===== src/rtl/core/timed_event_priority_queue_assert.svh =====
// assertion helpers used by the queue datapath
`ifndef TIMED_EVENT_PRIORITY_QUEUE_ASSERT_SVH
`define TIMED_EVENT_PRIORITY_QUEUE_ASSERT_SVH

// same-cycle implication, held off during reset
`define TEPQ_ASSERT_NOW(name, clk, rst_n, ante, cons) \
    name: assert property (@(posedge clk) disable iff (!rst_n) (ante) |-> (cons)) \
        else $error("tepq assertion failed");

// next-cycle implication, held off during reset
`define TEPQ_ASSERT_NXT(name, clk, rst_n, ante, cons) \
    name: assert property (@(posedge clk) disable iff (!rst_n) (ante) |=> (cons)) \
        else $error("tepq assertion failed");

`endif


===== src/rtl/core/tepq_pkg.sv =====
`timescale 1ns / 1ps

package tepq_pkg;

    localparam int QUEUE_DEPTH_DEF = 16;
    localparam int ID_BITS         = 6;
    localparam int TIME_BITS       = 64;
    localparam int MAX_RESULTS     = 16;
    localparam int CNT_W           = $clog2(MAX_RESULTS + 1);

    localparam logic [1:0] REQ_SCHED  = 2'd0;
    localparam logic [1:0] REQ_CANCEL = 2'd1;
    localparam logic [1:0] REQ_RUN    = 2'd2;
    localparam logic [1:0] REQ_CLEAR  = 2'd3;

    localparam logic [1:0] KIND_ACK  = 2'd0;
    localparam logic [1:0] KIND_FIRE = 2'd1;
    localparam logic [1:0] KIND_FULL = 2'd2;
    localparam logic [1:0] KIND_NONE = 2'd3;

    typedef struct packed {
        logic [1:0]           req_type;
        logic [ID_BITS-1:0]   event_id;
        logic [TIME_BITS-1:0] due_time;
    } req_t;

    typedef struct packed {
        logic [1:0]           kind;
        logic [ID_BITS-1:0]   fired_id;
        logic [TIME_BITS-1:0] next_due;
        logic                 last;
    } rsp_t;

    typedef struct packed {
        logic       take_req;
        logic       scan_start;
        logic       clear_all;
        logic       sched_write;
        logic       fire_take;
        logic       use_scan_min;
        logic       out_load;
        logic [1:0] out_kind;
        logic       out_last;
    } cmd_t;

    typedef struct packed {
        logic       scan_done;
        logic       free_found;
        logic       best_found;
        logic       best_due;
        logic       cnt_full;
        logic       pending;
        logic       out_free;
        logic [1:0] req_type;
    } sts_t;

endpackage


===== src/rtl/core/tepq_ctrl.sv =====
`timescale 1ns / 1ps

module tepq_ctrl
(
    input  logic              clk,
    input  logic              rst_n,
    input  logic              req_valid,
    output logic              req_stall,
    input  tepq_pkg::sts_t    sts,
    output tepq_pkg::cmd_t    cmd
);

    typedef enum logic [1:0] {
        ST_IDLE,
        ST_START,
        ST_SCAN,
        ST_DECIDE
    } state_t;

    state_t state_reg;
    state_t state_next;
    logic   fire_now;

    assign req_stall = (state_reg != ST_IDLE);
    assign fire_now  = sts.best_found && sts.best_due && !sts.cnt_full;

    always_comb
    begin
        state_next = state_reg;
        cmd        = '0;
        unique case (state_reg)
            ST_IDLE:
            begin
                if (req_valid)
                begin
                    cmd.take_req = 1'b1;
                    state_next   = ST_START;
                end
            end
            ST_START:
            begin
                if (sts.req_type == tepq_pkg::REQ_CLEAR)
                begin
                    state_next = ST_DECIDE;
                end
                else
                begin
                    cmd.scan_start = 1'b1;
                    state_next     = ST_SCAN;
                end
            end
            ST_SCAN:
            begin
                if (sts.scan_done)
                begin
                    state_next = ST_DECIDE;
                end
            end
            ST_DECIDE:
            begin
                if (sts.out_free)
                begin
                    cmd.out_load = 1'b1;
                    cmd.out_last = 1'b1;
                    cmd.out_kind = tepq_pkg::KIND_ACK;
                    state_next   = ST_IDLE;
                    unique case (sts.req_type)
                        tepq_pkg::REQ_SCHED:
                        begin
                            if (sts.free_found)
                            begin
                                cmd.sched_write = 1'b1;
                            end
                            else
                            begin
                                cmd.out_kind = tepq_pkg::KIND_FULL;
                            end
                        end
                        tepq_pkg::REQ_CANCEL:
                        begin
                            cmd.use_scan_min = 1'b1;
                        end
                        tepq_pkg::REQ_CLEAR:
                        begin
                            cmd.clear_all = 1'b1;
                        end
                        tepq_pkg::REQ_RUN:
                        begin
                            cmd.use_scan_min = 1'b1;
                            // the previously taken event is reported once the next minimum is known
                            if (sts.pending)
                            begin
                                cmd.out_kind = tepq_pkg::KIND_FIRE;
                                cmd.out_last = !fire_now;
                            end
                            else if (fire_now)
                            begin
                                cmd.out_load = 1'b0;
                            end
                            else
                            begin
                                cmd.out_kind = tepq_pkg::KIND_NONE;
                            end
                            if (fire_now)
                            begin
                                cmd.fire_take  = 1'b1;
                                cmd.scan_start = 1'b1;
                                state_next     = ST_SCAN;
                            end
                        end
                        default:
                        begin
                        end
                    endcase
                end
            end
            default:
            begin
                state_next = ST_IDLE;
            end
        endcase
    end

    always_ff @(posedge clk or negedge rst_n)
    begin
        if (!rst_n)
        begin
            state_reg <= ST_IDLE;
        end
        else
        begin
            state_reg <= state_next;
        end
    end

endmodule


===== src/rtl/core/tepq_dp.sv =====
`timescale 1ns / 1ps
`include "timed_event_priority_queue_assert.svh"

module tepq_dp
#(
    parameter int QUEUE_DEPTH = tepq_pkg::QUEUE_DEPTH_DEF
)
(
    input  logic              clk,
    input  logic              rst_n,
    input  tepq_pkg::req_t    req,
    input  tepq_pkg::cmd_t    cmd,
    output tepq_pkg::sts_t    sts,
    output logic              rsp_valid,
    input  logic              rsp_stall,
    output tepq_pkg::rsp_t    rsp
);

    localparam int IDX_W = $clog2(QUEUE_DEPTH);
    localparam int TW    = tepq_pkg::TIME_BITS;
    localparam int IW    = tepq_pkg::ID_BITS;

    // slot storage
    logic [TW-1:0] time_mem [QUEUE_DEPTH];
    logic [IW-1:0] id_mem   [QUEUE_DEPTH];

    logic [QUEUE_DEPTH-1:0] valid_reg;
    logic [QUEUE_DEPTH-1:0] valid_next;
    logic [TW-1:0]          earliest_reg;
    logic [TW-1:0]          earliest_next;

    tepq_pkg::req_t         req_reg;

    // scan pipeline: address stage then compare stage
    logic                   issue_reg;
    logic [IDX_W-1:0]       idx_reg;
    logic                   d_vld_reg;
    logic [IDX_W-1:0]       d_idx_reg;
    logic [TW-1:0]          rd_time_reg;
    logic [IW-1:0]          rd_id_reg;

    logic                   best_found_reg;
    logic [TW-1:0]          best_time_reg;
    logic [IW-1:0]          best_id_reg;
    logic [IDX_W-1:0]       best_idx_reg;
    logic                   free_found_reg;
    logic [IDX_W-1:0]       free_idx_reg;

    logic                   pending_reg;
    logic [IW-1:0]          pending_id_reg;
    logic [tepq_pkg::CNT_W-1:0] fire_cnt_reg;

    logic                   rsp_valid_reg;
    tepq_pkg::rsp_t         rsp_reg;
    tepq_pkg::rsp_t         rsp_next;

    logic                   out_free;
    logic                   slot_live;
    logic                   is_better;
    logic                   cancel_hit;
    logic                   min_cand;
    logic                   free_cand;

    assign out_free  = !rsp_valid_reg || !rsp_stall;
    assign slot_live = d_vld_reg && valid_reg[d_idx_reg];
    assign is_better = !best_found_reg || (rd_time_reg < best_time_reg) ||
                       ((rd_time_reg == best_time_reg) && (rd_id_reg < best_id_reg));

    assign cancel_hit = slot_live && (req_reg.req_type == tepq_pkg::REQ_CANCEL) &&
                        (rd_id_reg == req_reg.event_id);
    assign min_cand   = slot_live && !cancel_hit && is_better &&
                        ((req_reg.req_type == tepq_pkg::REQ_RUN) ||
                         (req_reg.req_type == tepq_pkg::REQ_CANCEL));
    assign free_cand  = d_vld_reg && !valid_reg[d_idx_reg] && !free_found_reg &&
                        (req_reg.req_type == tepq_pkg::REQ_SCHED);

    always_comb
    begin
        valid_next = valid_reg;
        if (cmd.clear_all)
        begin
            valid_next = '0;
        end
        else
        begin
            if (cmd.sched_write)
            begin
                valid_next[free_idx_reg] = 1'b1;
            end
            if (cmd.fire_take)
            begin
                valid_next[best_idx_reg] = 1'b0;
            end
            if (cancel_hit)
            begin
                valid_next[d_idx_reg] = 1'b0;
            end
        end
    end

    always_comb
    begin
        earliest_next = earliest_reg;
        if (cmd.clear_all)
        begin
            earliest_next = '1;
        end
        else if (cmd.sched_write)
        begin
            earliest_next = (req_reg.due_time < earliest_reg) ? req_reg.due_time : earliest_reg;
        end
        else if (cmd.use_scan_min)
        begin
            earliest_next = best_found_reg ? best_time_reg : '1;
        end
    end

    always_comb
    begin
        rsp_next.kind     = cmd.out_kind;
        rsp_next.fired_id = (cmd.out_kind == tepq_pkg::KIND_FIRE) ? pending_id_reg : '0;
        rsp_next.next_due = earliest_next;
        rsp_next.last     = cmd.out_last;
    end

    always_ff @(posedge clk or negedge rst_n)
    begin
        if (!rst_n)
        begin
            valid_reg      <= '0;
            earliest_reg   <= '1;
            issue_reg      <= 1'b0;
            idx_reg        <= '0;
            d_vld_reg      <= 1'b0;
            best_found_reg <= 1'b0;
            free_found_reg <= 1'b0;
            pending_reg    <= 1'b0;
            fire_cnt_reg   <= '0;
            rsp_valid_reg  <= 1'b0;
        end
        else
        begin
            valid_reg    <= valid_next;
            earliest_reg <= earliest_next;
            d_vld_reg    <= issue_reg;

            if (cmd.scan_start)
            begin
                issue_reg      <= 1'b1;
                idx_reg        <= '0;
                best_found_reg <= 1'b0;
                free_found_reg <= 1'b0;
            end
            else
            begin
                if (issue_reg)
                begin
                    if (idx_reg == IDX_W'(QUEUE_DEPTH - 1))
                    begin
                        issue_reg <= 1'b0;
                    end
                    else
                    begin
                        idx_reg <= idx_reg + 1'b1;
                    end
                end
                if (min_cand)
                begin
                    best_found_reg <= 1'b1;
                end
                if (free_cand)
                begin
                    free_found_reg <= 1'b1;
                end
            end

            if (cmd.take_req)
            begin
                pending_reg  <= 1'b0;
                fire_cnt_reg <= '0;
            end
            else if (cmd.fire_take)
            begin
                pending_reg  <= 1'b1;
                fire_cnt_reg <= fire_cnt_reg + 1'b1;
            end

            if (cmd.out_load)
            begin
                rsp_valid_reg <= 1'b1;
            end
            else if (!rsp_stall)
            begin
                rsp_valid_reg <= 1'b0;
            end
        end
    end

    // payload registers and slot memory
    always_ff @(posedge clk)
    begin
        if (cmd.take_req)
        begin
            req_reg <= req;
        end
        if (issue_reg)
        begin
            rd_time_reg <= time_mem[idx_reg];
            rd_id_reg   <= id_mem[idx_reg];
        end
        d_idx_reg <= idx_reg;
        if (cmd.sched_write)
        begin
            time_mem[free_idx_reg] <= req_reg.due_time;
            id_mem[free_idx_reg]   <= req_reg.event_id;
        end
        if (min_cand && !cmd.scan_start)
        begin
            best_time_reg <= rd_time_reg;
            best_id_reg   <= rd_id_reg;
            best_idx_reg  <= d_idx_reg;
        end
        if (free_cand && !cmd.scan_start)
        begin
            free_idx_reg <= d_idx_reg;
        end
        if (cmd.fire_take)
        begin
            pending_id_reg <= best_id_reg;
        end
        if (cmd.out_load)
        begin
            rsp_reg <= rsp_next;
        end
    end

    always_comb
    begin
        sts.scan_done  = !issue_reg && !d_vld_reg;
        sts.free_found = free_found_reg;
        sts.best_found = best_found_reg;
        sts.best_due   = (best_time_reg <= req_reg.due_time);
        sts.cnt_full   = (fire_cnt_reg == tepq_pkg::CNT_W'(tepq_pkg::MAX_RESULTS));
        sts.pending    = pending_reg;
        sts.out_free   = out_free;
        sts.req_type   = req_reg.req_type;
    end

    assign rsp_valid = rsp_valid_reg;
    assign rsp       = rsp_reg;

    `TEPQ_ASSERT_NOW(a_load_needs_room, clk, rst_n, cmd.out_load, out_free)
    `TEPQ_ASSERT_NOW(a_write_free_slot, clk, rst_n, cmd.sched_write, free_found_reg && !valid_reg[free_idx_reg])
    `TEPQ_ASSERT_NOW(a_fire_live_slot, clk, rst_n, cmd.fire_take, best_found_reg && valid_reg[best_idx_reg])
    `TEPQ_ASSERT_NXT(a_fire_clears_slot, clk, rst_n, cmd.fire_take && !cmd.clear_all, !valid_reg[$past(best_idx_reg)])

endmodule


===== src/rtl/core/timed_event_priority_queue.sv =====
`timescale 1ns / 1ps
// channel    direction  payload            handshake
// request    in         tepq_pkg::req_t    req_valid / req_stall
// response   out        tepq_pkg::rsp_t    rsp_valid / rsp_stall
//
// one slot scan reads every slot in turn through the single read port of the slot memory
// schedule and cancel each run one slot scan before their response is loaded
// clear skips the scan; each scan is followed by a decision step
// run until with k fired events takes k + 1 scans
// one request at a time; req_stall stays high until its final response is loaded
// a stalled response holds the block in its decision step until the output register frees
// reset empties the queue and sets the earliest due time to all ones

module timed_event_priority_queue
#(
    parameter int QUEUE_DEPTH = tepq_pkg::QUEUE_DEPTH_DEF
)
(
    input  logic              clk,
    input  logic              rst_n,
    input  logic              req_valid,
    output logic              req_stall,
    input  tepq_pkg::req_t    req,
    output logic              rsp_valid,
    input  logic              rsp_stall,
    output tepq_pkg::rsp_t    rsp
);

    tepq_pkg::cmd_t cmd;
    tepq_pkg::sts_t sts;

    tepq_ctrl u_ctrl
    (
        .clk       (clk),
        .rst_n     (rst_n),
        .req_valid (req_valid),
        .req_stall (req_stall),
        .sts       (sts),
        .cmd       (cmd)
    );

    tepq_dp
    #(
        .QUEUE_DEPTH (QUEUE_DEPTH)
    )
    u_dp
    (
        .clk       (clk),
        .rst_n     (rst_n),
        .req       (req),
        .cmd       (cmd),
        .sts       (sts),
        .rsp_valid (rsp_valid),
        .rsp_stall (rsp_stall),
        .rsp       (rsp)
    );

endmodule


===== config.mk =====
export PLATFORM = sky130hd
export DESIGN_NAME = timed_event_priority_queue
export DESIGN_NICKNAME = d
export VERILOG_FILES = /design/src/rtl/core/tepq_pkg.sv /design/src/rtl/core/tepq_ctrl.sv /design/src/rtl/core/tepq_dp.sv /design/src/rtl/core/timed_event_priority_queue.sv
export VERILOG_INCLUDE_DIRS = /design/src /design/src/rtl/core
export SDC_FILE = /design/constraint.sdc
export NUM_CORES = 2
export LEC_CHECK = 0
export ABC_AREA = 1
export BUFFER_PORTS_ARGS = -buffer_cell sky130_fd_sc_hd__buf_2
export CAP_MARGIN = 30
export CORE_ASPECT_RATIO = 1.1
export CORE_MARGIN = 2
export CORE_UTILIZATION = 40
export CTS_CLUSTER_SIZE = 20
export DETAILED_ROUTE_END_ITERATION = 10
export GPL_TIMING_DRIVEN = 0
export MAX_ROUTING_LAYER = met4
export SYNTH_ARGS = -nofsm -noshare
export SYNTH_HDL_FRONTEND = slang
export SYNTH_SLANG_ARGS = --single-unit
export TNS_END_PERCENT = 50

===== constraint.sdc =====
create_clock -name clk -period 7.2 [get_ports clk]
set_clock_uncertainty 0.15 [all_clocks]
set_input_delay 1.44 -clock clk [delete_from_list [all_inputs] [get_ports clk]]
set_output_delay 1.44 -clock clk [all_outputs]
set_load 0.01 [all_outputs]

==> impl_metrics.ini <==
[clocking]
cts_max_level = 4
cts_tree = done
clock_tree.root_cell = clkbuf_16
cts_resized = 0
cts.sinks = 1520
clock_latency_ps = 810
cts-buffers-inserted = 156
cts_buffer_depth = 3
cts_setup_buffers = 0
clkTransAtPathRegs_ps = 60
hold_buffers = 0

[pwr]
worst_ir_drop_vdd_mv = 0.300
p_per_area_mw_per_mm2 = 384
p_leak_uw = 0.0270

[timing]
timing.fmax_mhz = 177
slew_violations = 0
hold_slack_ps = 302
setup_viol = 0
hold_violations = 0
rsz0062_at_grt = false
finalCriticalPeriod_ps = 5640
max-slew-margin-rel_pct = 31.1
min_period_over_period_pct = 78.4
max_slew.worst_pin.slew_ps = 1030

[global_route]
grt_pass1_wl_um = 280000
grt_pass1_vias = 41587
grt_max_degree = 60
grt_overflow = 0
gr-usage-all-layers_pct = 24.2
antenna_found_initial = 9

[worst_setup_path]
cp-start-kind = register
worst_ep_required_time_ps = 7530
crit_path_end_kind = register
path_class = register to register
path_max_fanout = 25
crit_arrival_ps = 5970
crit_path_start = u_dp.req_reg[47]$_DFFE_PP_
reg2reg_from = u_dp.req_reg[47]$_DFFE_PP_
regToRegSetupSlack_ps = 1560

[placed_design]
gp_congestion = 0.890
port_buffers = 150
place_hpwl_um = 133000

[synthesis]
async_flop_share_pct = 6.38
synth_edf_count = 1419
avgSynthCellArea_um2 = 12.8
yosysWarningCount = 0
yosys_register_bits = 1520
ys_seq_area_share_pct = 70.3
yosysUniqueCellTypes = 45
syn_area_mm2 = 0.0643
synthFlopType = edfxtp_1
synthCells = 5012
syn_nets = 5291

[layout]
final_cell_mix = edfxtp_1, nor2_1, nand2_1
post-route-util_pct = 46.3
finalNetCount = 5664
area_delta_synth_final_pct = 15.2
final_common_cell = edfxtp_1
drive_gt1_share_pct = 12.1
fill_cells = 14208
largest_reg_flops = 1024

[die]
ioPinCount = 151
die_x_um = 386
rows = 154
die-area_mm2 = 0.164
core_mm2 = 0.160
die_y_um = 425
start_util_pct = 40.2

[worst_hold_path]
hold_class = register to register
hp-start = u_dp.rd_time_reg[24]$_DFFE_PP_

[routing]
drt_iter0_drc = 4499
vias = 42412
drc_errors = 0
dr.pass1.iters = 5
drtAntennaViolNets = 0
routed_via_density = 5.56
avgRoutedWirePerCell_um = 25.4
drt-total-wl_um = 194000

[flow_run]
cap_violations = 0

[status]
outcome = finished, final reports clean
-- metrics by stage --
step | cell area [um2] | power [uW] | std cells | TNS, ps | setup slack [ps]
floorplan | 64300 | 16700 | 5012 | 0 | 1410
global placement | 67700 | 20500 | 7268 | -3194030 | -3580
CTS | 74100 | 28500 | 7612 | 0 | 1690
finish | 74100 | 28500 | 7623 | 0 | 1560
detailed placement | 69200 | 20700 | 7330 | 0 | 1740
global route | 74100 | 29700 | 7621 | 0 | 1470
-- power breakdown --
group | switching, uW | total (uW) | internal, uW
clock | 3400 | 7870 | 4460
sequential | 727 | 11700 | 11000
combinational | 6370 | 8890 | 2520
total | 10500 | 28500 | 18000
-- worst max-delay path, cell delays in order (launching register included) --
cell	delay, ps
edfxtp_1	790
inv_1	180
ha_1	360
nand4_1	210
nor2_1	290
nand3b_1	300
nor2_1	880
nand2_1	120
nand2_1	90
nand2_1	250
nand3_2	200
nand2_1	230
nor2_4	670
buf_12	290
buf_12	230
-- cell families after synthesis --
logic type      after synthesis  synth area share, %
xor+xnor                      6               0.0817
buf+inv                     650                 4.08
flops                      1520                 70.3
mux                         112                 1.74
fa+ha+maj                   203                 3.95
simple gates               1609                 10.7
compound gates              912                 9.13
-- cell usage after synthesis (54+ instances only) --
cell type	number	area share [%]
edfxtp_1	1419	66
nor2_1	708	4.1
nand2_1	536	3.1
o21ai_0	389	3.0
inv_1	366	2.1
nand3_1	247	1.9
ha_1	203	3.9
clkbuf_1	188	1.1
o32ai_1	168	2.3
mux2i_1	112	1.7
o221ai_1	112	1.5
a21oi_1	104	0.81
a31oi_1	68	0.66
dfstp_2	64	2.6
nand3_2	61	0.95
buf_2	54	0.42
-- final timing paths --
| kind | endpoint | cells past startpoint |
|---|---|---|
| max | u_dp.best_time_reg[23]$_DFFE_PP_ | 14 |
| min | u_dp.best_time_reg[24]$_DFFE_PP_ | 0 |
| max reg2reg | u_dp.best_time_reg[23]$_DFFE_PP_ | 14 |
| min reg2reg | u_dp.best_time_reg[24]$_DFFE_PP_ | 0 |
| max in group asynchronous | u_dp.issue_reg$_DFF_PN0_ | 2 |
| min in group asynchronous | u_dp.earliest_reg[37]$_DFF_PN1_ | 1 |
-- cell type report --
cell class                 count  area, um2  area share (%)
sequential                  1520      45200            61.0
multi-input combinational   2842      16600            22.4
clock buffer                 214       4330            5.85
tap                         2106       2640            3.56
timing repair buffer         215       2110            2.85
inverter                     372       1400            1.89
buffer                       278       1230            1.67
clock inverter                68        551           0.743
antenna                        8       20.0          0.0270
-- per-layer routing --
layer	track usage (%)	vias to the layer above	routed length, um
met2	37.0	1676	90600
met1	31.6	21263	80300
li1	-	19117	-
met5	-	-	0
met4	10.9	0	9020
met3	4.03	356	13800
No activity file was read; power rests on OpenSTA's default activity.
